$ cat src/cwc_pkg.sv
package cwc_pkg;

	// fixed field widths
	localparam int OP_W   = 2;
	localparam int ADDR_W = 31;
	localparam int PAGE_W = 13;
	localparam int CAP_W  = 16;

	// defaults for the top-level parameters
	localparam int ENTRIES_DEF        = 32;
	localparam int PAGE_MAX_BYTES_DEF = 4096;

	// configuration port
	localparam int              APB_ADDR_W  = 3;
	localparam int              APB_DATA_W  = 32;
	localparam logic [CAP_W-1:0] CAP_RESET   = 16'd4096;
	localparam logic            REG_CAPACITY = 1'b0;

	// operation codes
	typedef enum logic [OP_W-1:0] {
		OP_WRITE  = 2'd0,
		OP_LOOKUP = 2'd1,
		OP_FLUSH  = 2'd2,
		OP_CLEAR  = 2'd3
	} op_t;

	// result kinds
	localparam logic KIND_STATUS    = 1'b0;
	localparam logic KIND_WRITEBACK = 1'b1;

	// sequencer states
	typedef enum logic [2:0] {
		S_IDLE,
		S_SCAN,
		S_MV_RD,
		S_MV_WR,
		S_APPEND,
		S_FLUSH,
		S_STATUS
	} state_t;

endpackage

$ cat src/cwc_if.sv
interface cwc_cmd_if;
	logic                       valid;
	logic                       ready;
	logic [cwc_pkg::OP_W-1:0]   opcode;
	logic [cwc_pkg::ADDR_W-1:0] sector_addr;
	logic [cwc_pkg::PAGE_W-1:0] page_bytes;

	modport source (output valid, opcode, sector_addr, page_bytes, input ready);
	modport sink   (input valid, opcode, sector_addr, page_bytes, output ready);
endinterface

interface cwc_res_if;
	logic                       valid;
	logic                       ready;
	logic                       result_kind;
	logic [cwc_pkg::ADDR_W-1:0] writeback_addr;
	logic                       failed;
	logic                       hit;
	logic                       last;

	modport source (output valid, result_kind, writeback_addr, failed, hit, last,
		input ready);
	modport sink   (input valid, result_kind, writeback_addr, failed, hit, last,
		output ready);
endinterface

$ cat src/cwc_core.sv
module cwc_core #(
	parameter int ENTRIES        = cwc_pkg::ENTRIES_DEF,
	parameter int PAGE_MAX_BYTES = cwc_pkg::PAGE_MAX_BYTES_DEF
) (
	input  logic                      clk,
	input  logic                      arst_n,
	input  logic [cwc_pkg::CAP_W-1:0] capacity,
	cwc_cmd_if.sink                   cmd,
	cwc_res_if.source                 res
);
	import cwc_pkg::*;

	localparam int IW    = (ENTRIES > 1) ? $clog2(ENTRIES) : 1;
	localparam int CW    = $clog2(ENTRIES + 1);
	localparam int SW    = $clog2(PAGE_MAX_BYTES + 1);
	localparam int EXT_W = (SW > PAGE_W) ? SW : PAGE_W;
	localparam int DW    = ADDR_W + SW;
	localparam int SUM_W = CAP_W + 1;

	// entry table: sector address over compressed size
	logic [DW-1:0] mem [ENTRIES];
	logic [DW-1:0] rd_data_s1;

	state_t            state_q, state_d;
	op_t               op_q;
	logic [ADDR_W-1:0] addr_q;
	logic [SW-1:0]     size_q;
	logic [CW-1:0]     cnt_q;
	logic [CAP_W-1:0]  used_q;
	logic [CW-1:0]     scan_q;
	logic              vld_s1;
	logic [IW-1:0]     idx_s1;
	logic [IW-1:0]     found_idx_q;
	logic              retry_q;
	logic              failed_q;
	logic              hit_q;

	logic              res_vld_q;
	logic              res_kind_q;
	logic [ADDR_W-1:0] res_addr_q;
	logic              res_failed_q;
	logic              res_hit_q;
	logic              res_last_q;

	logic              accept;
	logic              out_free;
	logic [ADDR_W-1:0] rd_addr_f;
	logic [SW-1:0]     rd_bytes_f;
	logic [EXT_W-1:0]  pb_ext;
	logic [EXT_W-1:0]  pb_sat;
	logic              scan_issue;
	logic              scan_match;
	logic              scan_miss;
	logic              fit;
	logic              fl_go;
	logic              fl_issue;
	logic              fl_done;

	logic              rd_en;
	logic [IW-1:0]     rd_idx;
	logic              wr_en;
	logic [IW-1:0]     wr_idx;
	logic [DW-1:0]     wr_data;
	logic              load_wb;
	logic              load_status;

	// conditions
	assign accept     = cmd.valid && cmd.ready;
	assign out_free   = !res_vld_q || res.ready;
	assign rd_addr_f  = rd_data_s1[SW +: ADDR_W];
	assign rd_bytes_f = rd_data_s1[SW-1:0];
	assign pb_ext     = EXT_W'(cmd.page_bytes);
	assign pb_sat     = (pb_ext > EXT_W'(PAGE_MAX_BYTES)) ? EXT_W'(PAGE_MAX_BYTES) : pb_ext;

	assign scan_issue = (state_q == S_SCAN) && (scan_q < cnt_q);
	assign scan_match = (state_q == S_SCAN) && vld_s1 && (rd_addr_f == addr_q);
	assign scan_miss  = (state_q == S_SCAN) && !scan_match && (scan_q == cnt_q);
	assign fit        = ((SUM_W'(used_q) + SUM_W'(size_q)) <= SUM_W'(capacity))
		&& (cnt_q < CW'(ENTRIES));
	assign fl_go      = (state_q == S_FLUSH) && (!vld_s1 || out_free);
	assign fl_issue   = fl_go && (cnt_q != '0);
	assign fl_done    = fl_go && (cnt_q == '0);

	// next state
	always_comb begin
		state_d = state_q;
		unique case (state_q)
			S_IDLE: begin
				if (accept) begin
					unique case (op_t'(cmd.opcode))
						OP_WRITE, OP_LOOKUP: state_d = S_SCAN;
						OP_FLUSH:            state_d = S_FLUSH;
						OP_CLEAR:            state_d = S_STATUS;
						default:             state_d = S_STATUS;
					endcase
				end
			end
			S_SCAN: begin
				if (scan_match) begin
					if (op_q == OP_WRITE) begin
						state_d = (cnt_q > CW'(1)) ? S_MV_RD : S_APPEND;
					end else begin
						state_d = S_STATUS;
					end
				end else if (scan_miss) begin
					state_d = (op_q == OP_WRITE) ? S_APPEND : S_STATUS;
				end
			end
			S_MV_RD:  state_d = S_MV_WR;
			S_MV_WR:  state_d = S_APPEND;
			S_APPEND: begin
				if (fit || retry_q) begin
					state_d = S_STATUS;
				end else begin
					state_d = S_FLUSH;
				end
			end
			S_FLUSH: begin
				if (fl_done) begin
					state_d = (op_q == OP_WRITE) ? S_APPEND : S_STATUS;
				end
			end
			S_STATUS: begin
				if (out_free) begin
					state_d = S_IDLE;
				end
			end
			default: state_d = S_IDLE;
		endcase
	end

	// memory and result controls
	always_comb begin
		cmd.ready   = 1'b0;
		rd_en       = 1'b0;
		rd_idx      = '0;
		wr_en       = 1'b0;
		wr_idx      = '0;
		wr_data     = {addr_q, size_q};
		load_wb     = 1'b0;
		load_status = 1'b0;
		unique case (state_q)
			S_IDLE: cmd.ready = 1'b1;
			S_SCAN: begin
				rd_en  = scan_issue;
				rd_idx = scan_q[IW-1:0];
			end
			S_MV_RD: begin
				rd_en  = 1'b1;
				rd_idx = cnt_q[IW-1:0];
			end
			S_MV_WR: begin
				wr_en   = 1'b1;
				wr_idx  = found_idx_q;
				wr_data = rd_data_s1;
			end
			S_APPEND: begin
				wr_en  = fit;
				wr_idx = cnt_q[IW-1:0];
			end
			S_FLUSH: begin
				rd_en   = fl_issue;
				rd_idx  = IW'(cnt_q - CW'(1));
				load_wb = fl_go && vld_s1;
			end
			S_STATUS: load_status = out_free;
			default: ;
		endcase
	end

	// table memory, one read and one write port
	always_ff @(posedge clk) begin
		if (rd_en) begin
			rd_data_s1 <= mem[rd_idx];
		end
		if (wr_en) begin
			mem[wr_idx] <= wr_data;
		end
	end

	// item registers
	always_ff @(posedge clk) begin
		if (accept) begin
			op_q   <= op_t'(cmd.opcode);
			addr_q <= cmd.sector_addr;
			size_q <= SW'(pb_sat);
		end
		if (scan_issue) begin
			idx_s1 <= scan_q[IW-1:0];
		end
		if (scan_match) begin
			found_idx_q <= idx_s1;
		end
	end

	// control state
	always_ff @(posedge clk or negedge arst_n) begin
		if (!arst_n) begin
			state_q  <= S_IDLE;
			cnt_q    <= '0;
			used_q   <= '0;
			scan_q   <= '0;
			vld_s1   <= 1'b0;
			retry_q  <= 1'b0;
			failed_q <= 1'b0;
			hit_q    <= 1'b0;
		end else begin
			state_q <= state_d;
			vld_s1  <= 1'b0;
			if (accept) begin
				scan_q   <= '0;
				retry_q  <= 1'b0;
				failed_q <= 1'b0;
				hit_q    <= 1'b0;
				if (op_t'(cmd.opcode) == OP_CLEAR) begin
					cnt_q  <= '0;
					used_q <= '0;
				end
			end
			// scan stage
			if (scan_issue) begin
				scan_q <= scan_q + CW'(1);
				vld_s1 <= !scan_match;
			end
			if (scan_match) begin
				hit_q <= 1'b1;
				if (op_q == OP_WRITE) begin
					cnt_q  <= cnt_q - CW'(1);
					used_q <= used_q - CAP_W'(rd_bytes_f);
				end
			end
			// append or retry
			if (state_q == S_APPEND) begin
				if (fit) begin
					cnt_q  <= cnt_q + CW'(1);
					used_q <= used_q + CAP_W'(size_q);
				end else if (retry_q) begin
					failed_q <= 1'b1;
				end else begin
					retry_q <= 1'b1;
				end
			end
			// flush walks down from the top entry
			if (state_q == S_FLUSH) begin
				if (fl_go) begin
					vld_s1 <= fl_issue;
					if (fl_issue) begin
						cnt_q <= cnt_q - CW'(1);
					end
				end else begin
					vld_s1 <= vld_s1;
				end
				if (fl_done) begin
					used_q <= '0;
				end
			end
		end
	end

	// output register
	always_ff @(posedge clk or negedge arst_n) begin
		if (!arst_n) begin
			res_vld_q <= 1'b0;
		end else if (load_wb || load_status) begin
			res_vld_q <= 1'b1;
		end else if (res.ready) begin
			res_vld_q <= 1'b0;
		end
	end

	always_ff @(posedge clk) begin
		if (load_wb) begin
			res_kind_q   <= KIND_WRITEBACK;
			res_addr_q   <= rd_addr_f;
			res_failed_q <= 1'b0;
			res_hit_q    <= 1'b0;
			res_last_q   <= 1'b0;
		end else if (load_status) begin
			res_kind_q   <= KIND_STATUS;
			res_addr_q   <= '0;
			res_failed_q <= failed_q;
			res_hit_q    <= hit_q && (op_q == OP_LOOKUP);
			res_last_q   <= 1'b1;
		end
	end

	assign res.valid          = res_vld_q;
	assign res.result_kind    = res_kind_q;
	assign res.writeback_addr = res_addr_q;
	assign res.failed         = res_failed_q;
	assign res.hit            = res_hit_q;
	assign res.last           = res_last_q;

`ifndef SYNTH
	// fill count never passes the table depth
	a_cnt_range: assert property (@(posedge clk) disable iff (!arst_n)
		cnt_q <= CW'(ENTRIES))
		else $error("entry count beyond table depth");

	// an empty table holds no bytes between items
	a_empty_bytes: assert property (@(posedge clk) disable iff (!arst_n)
		(state_q == S_IDLE && cnt_q == '0) |-> used_q == '0)
		else $error("bytes in use with an empty table");

	// read data is only pending during scan or flush
	a_rd_pending: assert property (@(posedge clk) disable iff (!arst_n)
		vld_s1 |-> (state_q == S_SCAN || state_q == S_FLUSH))
		else $error("stray pending read");

	// leaving status always presents the final item
	a_status_out: assert property (@(posedge clk) disable iff (!arst_n)
		(state_q == S_STATUS && out_free) |=>
			(res_vld_q && res_last_q && state_q == S_IDLE))
		else $error("status item not presented");
`endif

endmodule

$ cat src/compressed_write_cache.sv
// Byte-budgeted, fully associative write cache of up to ENTRIES pages. Each item on cmd
// (write, lookup, flush, clear) produces zero or more writeback items on res, highest table
// slot first, followed by one status item with last set. Items are handled one at a time and
// the entry table sits in a single-port-read memory, so the cost grows with the number of
// table reads: lookup reads up to every cached entry, flush reads every one, a write scans and
// may also move an entry and then flush, and clear reads none; stalls on res add to the cost.
// capacity_bytes is at byte address 0 and may only be written while the block is idle; its
// reset value is 4096.
module compressed_write_cache #(
	parameter int ENTRIES        = cwc_pkg::ENTRIES_DEF,
	parameter int PAGE_MAX_BYTES = cwc_pkg::PAGE_MAX_BYTES_DEF
) (
	input  logic                           clk,
	input  logic                           arst_n,
	input  logic                           psel,
	input  logic                           penable,
	input  logic                           pwrite,
	input  logic [cwc_pkg::APB_ADDR_W-1:0] paddr,
	input  logic [cwc_pkg::APB_DATA_W-1:0] pwdata,
	output logic [cwc_pkg::APB_DATA_W-1:0] prdata,
	output logic                           pready,
	cwc_cmd_if.sink                        cmd,
	cwc_res_if.source                      res
);
	import cwc_pkg::*;

	logic [CAP_W-1:0] cap_q;
	logic             sel_cap;

	assign pready  = 1'b1;
	assign sel_cap = (paddr[APB_ADDR_W-1:2] == REG_CAPACITY);

	// capacity register
	always_ff @(posedge clk or negedge arst_n) begin
		if (!arst_n) begin
			cap_q <= CAP_RESET;
		end else if (psel && penable && pwrite && pready && sel_cap) begin
			cap_q <= pwdata[CAP_W-1:0];
		end
	end

	assign prdata = sel_cap ? APB_DATA_W'(cap_q) : '0;

	cwc_core #(
		.ENTRIES        (ENTRIES),
		.PAGE_MAX_BYTES (PAGE_MAX_BYTES)
	) u_core (
		.clk      (clk),
		.arst_n   (arst_n),
		.capacity (cap_q),
		.cmd      (cmd),
		.res      (res)
	);

endmodule

$ cat src/flat_wrapper.sv
// flat-port wrapper written by rule: the top's interface ports become plain ports
module compressed_write_cache_flat import cwc_pkg::*;
#(
	parameter int ENTRIES        = cwc_pkg::ENTRIES_DEF,
	parameter int PAGE_MAX_BYTES = cwc_pkg::PAGE_MAX_BYTES_DEF
)
  (clk, arst_n, psel, penable, pwrite, paddr, pwdata, prdata, pready, cmd_valid, cmd_opcode, cmd_sector_addr, cmd_page_bytes, cmd_ready, res_valid, res_result_kind, res_writeback_addr, res_failed, res_hit, res_last, res_ready);
  cwc_cmd_if cmd_i ();
  cwc_res_if res_i ();
  input  logic clk;
  input  logic arst_n;
  input  logic psel;
  input  logic penable;
  input  logic pwrite;
  input  logic [cwc_pkg::APB_ADDR_W-1:0] paddr;
  input  logic [cwc_pkg::APB_DATA_W-1:0] pwdata;
  output logic [cwc_pkg::APB_DATA_W-1:0] prdata;
  output logic pready;
  input wire logic [$bits(cmd_i.valid)-1:0] cmd_valid;
  input wire logic [$bits(cmd_i.opcode)-1:0] cmd_opcode;
  input wire logic [$bits(cmd_i.sector_addr)-1:0] cmd_sector_addr;
  input wire logic [$bits(cmd_i.page_bytes)-1:0] cmd_page_bytes;
  output wire logic [$bits(cmd_i.ready)-1:0] cmd_ready;
  output wire logic [$bits(res_i.valid)-1:0] res_valid;
  output wire logic [$bits(res_i.result_kind)-1:0] res_result_kind;
  output wire logic [$bits(res_i.writeback_addr)-1:0] res_writeback_addr;
  output wire logic [$bits(res_i.failed)-1:0] res_failed;
  output wire logic [$bits(res_i.hit)-1:0] res_hit;
  output wire logic [$bits(res_i.last)-1:0] res_last;
  input wire logic [$bits(res_i.ready)-1:0] res_ready;
  assign cmd_i.valid = cmd_valid;
  assign cmd_i.opcode = cmd_opcode;
  assign cmd_i.sector_addr = cmd_sector_addr;
  assign cmd_i.page_bytes = cmd_page_bytes;
  assign cmd_ready = cmd_i.ready;
  assign res_valid = res_i.valid;
  assign res_result_kind = res_i.result_kind;
  assign res_writeback_addr = res_i.writeback_addr;
  assign res_failed = res_i.failed;
  assign res_hit = res_i.hit;
  assign res_last = res_i.last;
  assign res_i.ready = res_ready;
  compressed_write_cache #(.ENTRIES(ENTRIES), .PAGE_MAX_BYTES(PAGE_MAX_BYTES)) u_core (.clk(clk), .arst_n(arst_n), .psel(psel), .penable(penable), .pwrite(pwrite), .paddr(paddr), .pwdata(pwdata), .prdata(prdata), .pready(pready), .cmd(cmd_i), .res(res_i));
endmodule
$ cat config.mk
export PLATFORM = sky130hd
export DESIGN_NAME = compressed_write_cache_flat
export DESIGN_NICKNAME = d
export VERILOG_FILES = /design/src/cwc_pkg.sv /design/src/cwc_if.sv /design/src/cwc_core.sv /design/src/compressed_write_cache.sv /design/src/flat_wrapper.sv
export SDC_FILE = /design/constraint.sdc
export NUM_CORES = 2
export LEC_CHECK = 0
export CAP_MARGIN = 10
export CORE_MARGIN = 10
export CORE_UTILIZATION = 55
export DETAILED_ROUTE_END_ITERATION = 12
export DONT_BUFFER_PORTS = 1
export MAX_ROUTING_LAYER = met4
export PLACE_DENSITY = 0.75
export SETUP_SLACK_MARGIN = 0.05
export SYNTH_ARGS = -nofsm -noshare
export SYNTH_HDL_FRONTEND = slang
export SYNTH_SLANG_ARGS = --single-unit
$ cat constraint.sdc
create_clock -name clk -period 5.9 [get_ports clk]
set_clock_uncertainty 0.1 [all_clocks]
set_input_delay 0.59 -clock clk [delete_from_list [all_inputs] [get_ports clk]]
set_output_delay 0.59 -clock clk [all_outputs]
set_load 0.03 [all_outputs]
; ---- Word-level counts from Yosys, hierarchy flattened
; Memory sizes are Yosys's and may differ from the RTL's. A register that Yosys moved wholly into a read port is not among the register bits.
; Cells that the tools add are included.
[totals]
mem_count = 1
output_inout_bits = 70
in_bits = 88
register_bits = 143
ramBits = 1408
[classes]
n_reduce_logical = 33
n_lt_le_gt_ge = 5
mux = 58
bitwise_logic = 1
n_eq_ne = 17
n_addsub = 6
[memory_table]
columns = memory, words, width, rd, rd_clocked_by_memory_dff, wr, line
row1 = u_core.u_core.mem, 32, 44, 1, 1, 1, cwc_core.sv:21  ; logic [DW-1:0] mem [ENTRIES];
[op_table]
columns = operator, count
row1 = two-way mux 16 bit, 9
row2 = two-way mux 6 bit, 11
row3 = two-way mux 31 bit, 2
row4 = two-way mux 44 bit, 1
row5 = equality test 31 bit, 1
row6 = two-way mux 3 bit, 7
row7 = one-hot mux 3 bit (7 select lines), 1
row8 = two-way mux 1 bit, 20
row9 = adder 16 x 13 -> 17 bit, 1
row10 = less-or-equal comparator 17 x 16 -> 1 bit, 1
row11 = adder 16 x 13 -> 16 bit, 1
row12 = subtractor 16 x 13 -> 16 bit, 1
row13 = logical AND 1 bit, 15
row14 = one-hot mux 5 bit (3 select lines), 1
row15 = "> comparator 13 bit, second input constant", 1
row16 = "adder 6 x 1 -> 6 bit, second input constant", 2
row17 = one-hot mux 5 bit (2 select lines), 1
row18 = "equality test 3 bit, second input constant", 3
row19 = one-hot mux 3 bit (3 select lines), 1
row20 = "inequality test 2 bit, second input constant", 4
row21 = nonzero test 2 bit, 4
row22 = "equality test 3 x 2 -> 1 bit, second input constant", 2
row23 = equality test 6 bit, 1
row24 = "> comparator 6 x 1 -> 1 bit, second input constant", 1
row25 = other kinds (19), 28

; ---- Logic depth before layout (Yosys ltp)
[depth]
ltp_word = 11
ltp_mapped = 18
ltp_nobuf = 17

; ---- Cells and area by module
; A second synthesis with hierarchy kept.
[unflattened]
cells_unflattened = 5174
area_unflattened_um2 = 65908.2
[modules_own_cells]
columns = mod, cells_per_inst, n_inst, seq_area_each_um2, area_each_um2
row1 = cwc_core, 5104, 1, 47195.3, 65007.3
row2 = compressed_write_cache, 70, 1, 401.6, 900.9

; ---- Worst setup path before layout
; Ideal clock, no wire load.
[synth_path]
path_kind = flip-flop to flip-flop
startpoint = register u_core.u_core.size_q[0]
endpoint = memory u_core.u_core.mem[5][0] in the netlist's numbering (enable)
period_less_slack_ps = 6356
setup_time_ps = 445
path_stages_with_launch = 17
t_arrival_ps = 5811
n_path_buf = 0
path_slack_ps = -456
path_cell_list = edfxtp_1 ha_1 fa_1 a211oi_1 o21ai_1 o21ai_0 o21bai_1 a211oi_1 nor2_1 ha_1 or4_1 a221oi_1 nand3_1 a211oi_2 o21a_1 nand3_1 nor2_1
[synth_between]
elab_chain_len = 6
[synth_rtl]
columns = element, line
row1 = start: declaration, cwc_core.sv:27  ; logic [SW-1:0] size_q;
row2 = start signal: assignment, cwc_core.sv:186  ; size_q <= SW'(pb_sat);
row3 = adder 16 x 13 -> 17 bit, cwc_core.sv:78  ; assign fit = ((SUM_W'(used_q) + SUM_W'(size_q)) <= SUM_W'(capacity))
row4 = less-or-equal comparator 17 x 16 -> 1 bit, cwc_core.sv:78
row5 = logical AND 1 bit, cwc_core.sv:79  ; && (cnt_q < CW'(ENTRIES));
row6 = one-hot mux 1 bit (2 select lines), cwc_core.sv:142  ; unique case (state_q)
row7 = two-way mux 1 bit, cwc_core.sv:176  ; if (wr_en) begin
row8 = two-way mux 1 bit (implied by the code), cwc_core.sv:177  ; mem[wr_idx] <= wr_data;
row9 = end: declaration, cwc_core.sv:21
; No other way between the ends.

; ---- Final worst setup path
[layout_path]
startpoint = register u_core.u_core.size_q[0]
endpoint = memory u_core.u_core.mem[24][40] in the netlist's numbering (enable)
; The elaborated chain is that of the path after synthesis.

==> run_results.csv <==
group,metric,value,unit
floorplan,design.core.area,0.118,sq mm
cts,clkSinkCount,1595,
synth,synth_common_cells,"1539 x edfxtp_1, 1394 x nand2_1, 385 x nand3_1, 228 x a311oi_1, 228 x clkbuf_1",
setup_path,reg2reg_slack,0.44,ns
setup_path,critPathMaxFanout,16,
synth,synth_cells,5021,
setup_path,end_kind,"flop",
finish,instances_no_fill,6772,
status,status,"finished, final reports clean",
global_route,grt_max_degree,118,
cts,cts_root_buf,"clkbuf_16",
detailed_routing,vias_per_cell,6.43,
synth,synth_cell_type_count,71,
global_route,grtUsageTotal,27.0,%
setup_path,worstReg2RegStart,"u_core.u_core.size_q[0]",
finish,synthToLayoutAreaGrowth,13.9,%
floorplan,die_h,365,um
cts,cts_buffers,157,
sta,rsz0062_at_grt,"false",
synth,synth_area,0.0655,sq mm
setup_path,r2r_cells,18,
setup_path,crit_type,"flop to flop",
cts,cts_tree,"built",
setup_path,critPathLaunchType,"flop",
sta,clock.fmax,0.183,GHz
placed_design,placed_cells,6411,
setup_path,timing.rr.end,"u_core.u_core.mem[24][40]",
detailed_routing,drc,0,
finish,drive_gt1_share,9.42,%
flow_run,cap_viol_max_count,0,
synth,ys.flop_type,"edfxtp_1",
setup_path,critPathBufInv,1,
cts,h-tree-depth,4,
global_route,grt_pass1_vias,41200,
floorplan,num_rows,126,
min_path,hold-path-cell-count,3,
floorplan,initial_core_util,55.5,%
synth,synth_seq_cells,1595,
sta,min_period_over_period,92.5,%
detailed_routing,num_vias,43600,
placed_design,pre_cts_slack,0.348,ns
setup_path,worstPathRequired,6.23,ns
synth,synth_edf_count,1539,
min_path,hold-path-endpoint,"u_core.u_core.state_q[0]",
sta,max_slew_margin,13.8,%
sta,hold_viol,0,
power,powerDensity,533,mW/mm^2
global_route,grt_pass1_wl,264000,um
setup_path,slowest_delay,0.43,ns
detailed_routing,drt-total-wl,178000,um
detailed_routing,firstDrtPassIters,9,
power,ir_drop,0.000401,V
synth,synth.most_common_cell,"edfxtp_1",
synth,synth_top_area_cell,"edfxtp_1",
sta,setup_violations,0,
synth,synth-seq-area-share,72.7,%
sta,worst_pin_slew,1.29,ns
detailed_routing,drtAntennaViolNets,0,
cts,path_clk_slew,0.06,ns
floorplan,io_pins,158,
setup_path,cp_cell_sequence,"ha_1, fa_1, a211oi_1, o21ai_1, o21ai_1, o21bai_1, a211oi_1, nor2_1, ha_1, and4_1, nand4_1, nor4_1, o21ai_1, a211oi_2, o21a_2, nand2_1, nor2_4, buf_4",
floorplan,die_area,0.133,sq mm
setup_path,crit_path_frequent_cell,"o21ai_1",
cts,clockBufferDepth,3,
sta,slew_viol_final,0,
setup_path,worstPathArrival,5.78,ns
synth,synth_area_leaders,"edfxtp_1 71%, nand2_1 8.0%, a311oi_1 3.0%",
power,p_leak,26.1,nW
detailed_routing,routedWlPerCell,26.3,um
min_path,worstHoldPathType,"input pin to flop",
global_route,gr-total-overflow,0,
sta,fin_crit,5.46,ns
setup_path,cpLargestDelayFamily,"compound AO/OA/AOI/OAI gates",
cts,post_cts_buffers,0,
finish,final_nets,5246,
synth,synth.avg_cell_area,13.0,sq um
sta,setup_ws,0.442,ns
placed_design,gp_congestion,0.871,
placed_design,detailed_place_hpwl,105000,um
placed_design,port_buffers,0,
floorplan,dieWidth,365,um
cts,clk_latency,0.79,ns
synth,yosysTopAreaCellShare,70.6,%
synth,yosys_warnings,0,
synth,async_flop_share,3.26,%
global_route,antenna_found_initial,9,
min_path,hold_path_startpoint,"cmd_valid",
detailed_routing,drt_iter0_markers,6714,
setup_path,crit_slowest_cell,"fa_1",
==> repair_timing <==
action	CTS	global route
endpoints found under the hold margin	114	0
resized for setup	0	2
hold buffers	64	0
endpoints found under the setup margin	0	559
==> metal layers <==
| layer | up-vias | wire length (um) | track usage [%] |
|---|---|---|---|
| li1 | 18900 | - | - |
| met5 | - | 0 | - |
| met2 | 2960 | 81900 | 40.2 |
| met1 | 21400 | 67200 | 36.7 |
| met3 | 361 | 23700 | 6.51 |
| met4 | 0 | 5690 | 8.95 |
==> tightest hold or removal path: cells and delay by family <==
| family | cells | cell delay [ns] |
|---|---|---|
| simple gates | 1 | 0.08 |
| compound gates | 2 | 0.19 |
==> final cells by class <==
cell class	instances	area, sq um
Clock inverter	79	691
Tap cell	1536	1920
Timing Repair Buffer	264	3290
Antenna cell	5	12.5
Multi-Input combinational cell	3033	16700
Fill cell	8185	43500
Sequential cell	1595	47600
Inverter	53	199
Clock buffer	207	4220
==> state kept, by name (all words and copies together) (netlist names), 6 cells and up <==
name and count:
u_core.cap_q 16, u_core.u_core.addr_q 31, u_core.u_core.cnt_q 6, u_core.u_core.mem 1408, u_core.u_core.rd_data_s1 44, u_core.u_core.res.writeback_addr 31
u_core.u_core.scan_q 6, u_core.u_core.size_q 13, u_core.u_core.used_q 16
==> kinds of logic after synthesis <==
kind of cell / count (synthesis) / share of synthesized area, %
buffers and inverters: 408 / 2.59
AO/OA/AOI/OAI: 706 / 8.15
other: 2 / 0.0115
AND/OR/NAND/NOR: 2178 / 14.4
flip-flops: 1595 / 72.7
multiplexers: 19 / 0.325
XOR/XNOR: 59 / 0.789
adder cells (fa/ha/maj): 54 / 1.05
==> where the power goes <==
group          total, mW  internal (mW)  switching [mW]
Clock               9.63           5.41            4.22
Sequential          15.1           14.4           0.688
Combinational       15.0           4.49            10.6
==> per-stage QoR <==
step	hold WS, ns	instance area, sq um	total power [mW]	TNS, ns	util [%]
after CTS	0.0208	74400	39.4	0	63.0
after global placement	0.196	68900	29.5	0	58.3
after global routing	0.0504	74600	41.4	0	63.2
after floorplan	0.194	65600	24.1	-196.11	-
final	0.0554	74600	39.7	0	63.2
after detailed placement	0.196	68900	29.8	0	58.3
==> cells in the final DEF, fill, tap and decap left out, types with 9 or more instances in the layout <==
master	instances
nand2b_1	9
clkbuf_1	45
nand2_1	1391
a21oi_1	30
buf_4	112
nor2_1	67
edfxtp_1	1539
xnor2_1	32
and2_1	36
a22oi_1	9
conb_1	17
xor2_1	27
nor2_4	34
ha_1	52
a211oi_1	101
o21ai_0	29
nor3_1	10
clkbuf_16	162
a311oi_1	228
o21ai_1	11
inv_1	51
buf_12	82
dlygate4sd3_1	63
clkinv_2	17
clkinv_1	35
nand3_1	384
a221oi_1	47
a31oi_1	141
and3_1	180
dfrtp_1	51
nor2b_1	20
a21o_1	53
mux2_2	16
==> worst max-delay path by stage <==
stage | startpoint | endpoint | slack [ns] | cells after the start
final | u_core.u_core.size_q[0] | u_core.u_core.mem[24][40] | 0.44 | 18
after global routing | u_core.u_core.size_q[0] | u_core.u_core.mem[24][40] | 0.09 | 17
after CTS | u_core.u_core.size_q[0] | u_core.u_core.mem[24][40] | 0.30 | 18
after detailed placement | u_core.u_core.size_q[0] | u_core.u_core.mem[24][41] | 0.35 | 18
after global placement | u_core.u_core.size_q[0] | u_core.u_core.mem[24][41] | 0.30 | 18
after floorplan | u_core.u_core.size_q[0] | u_core.u_core.mem[5][0] | -0.46 | 16
(Power assumes the default switching activity.)
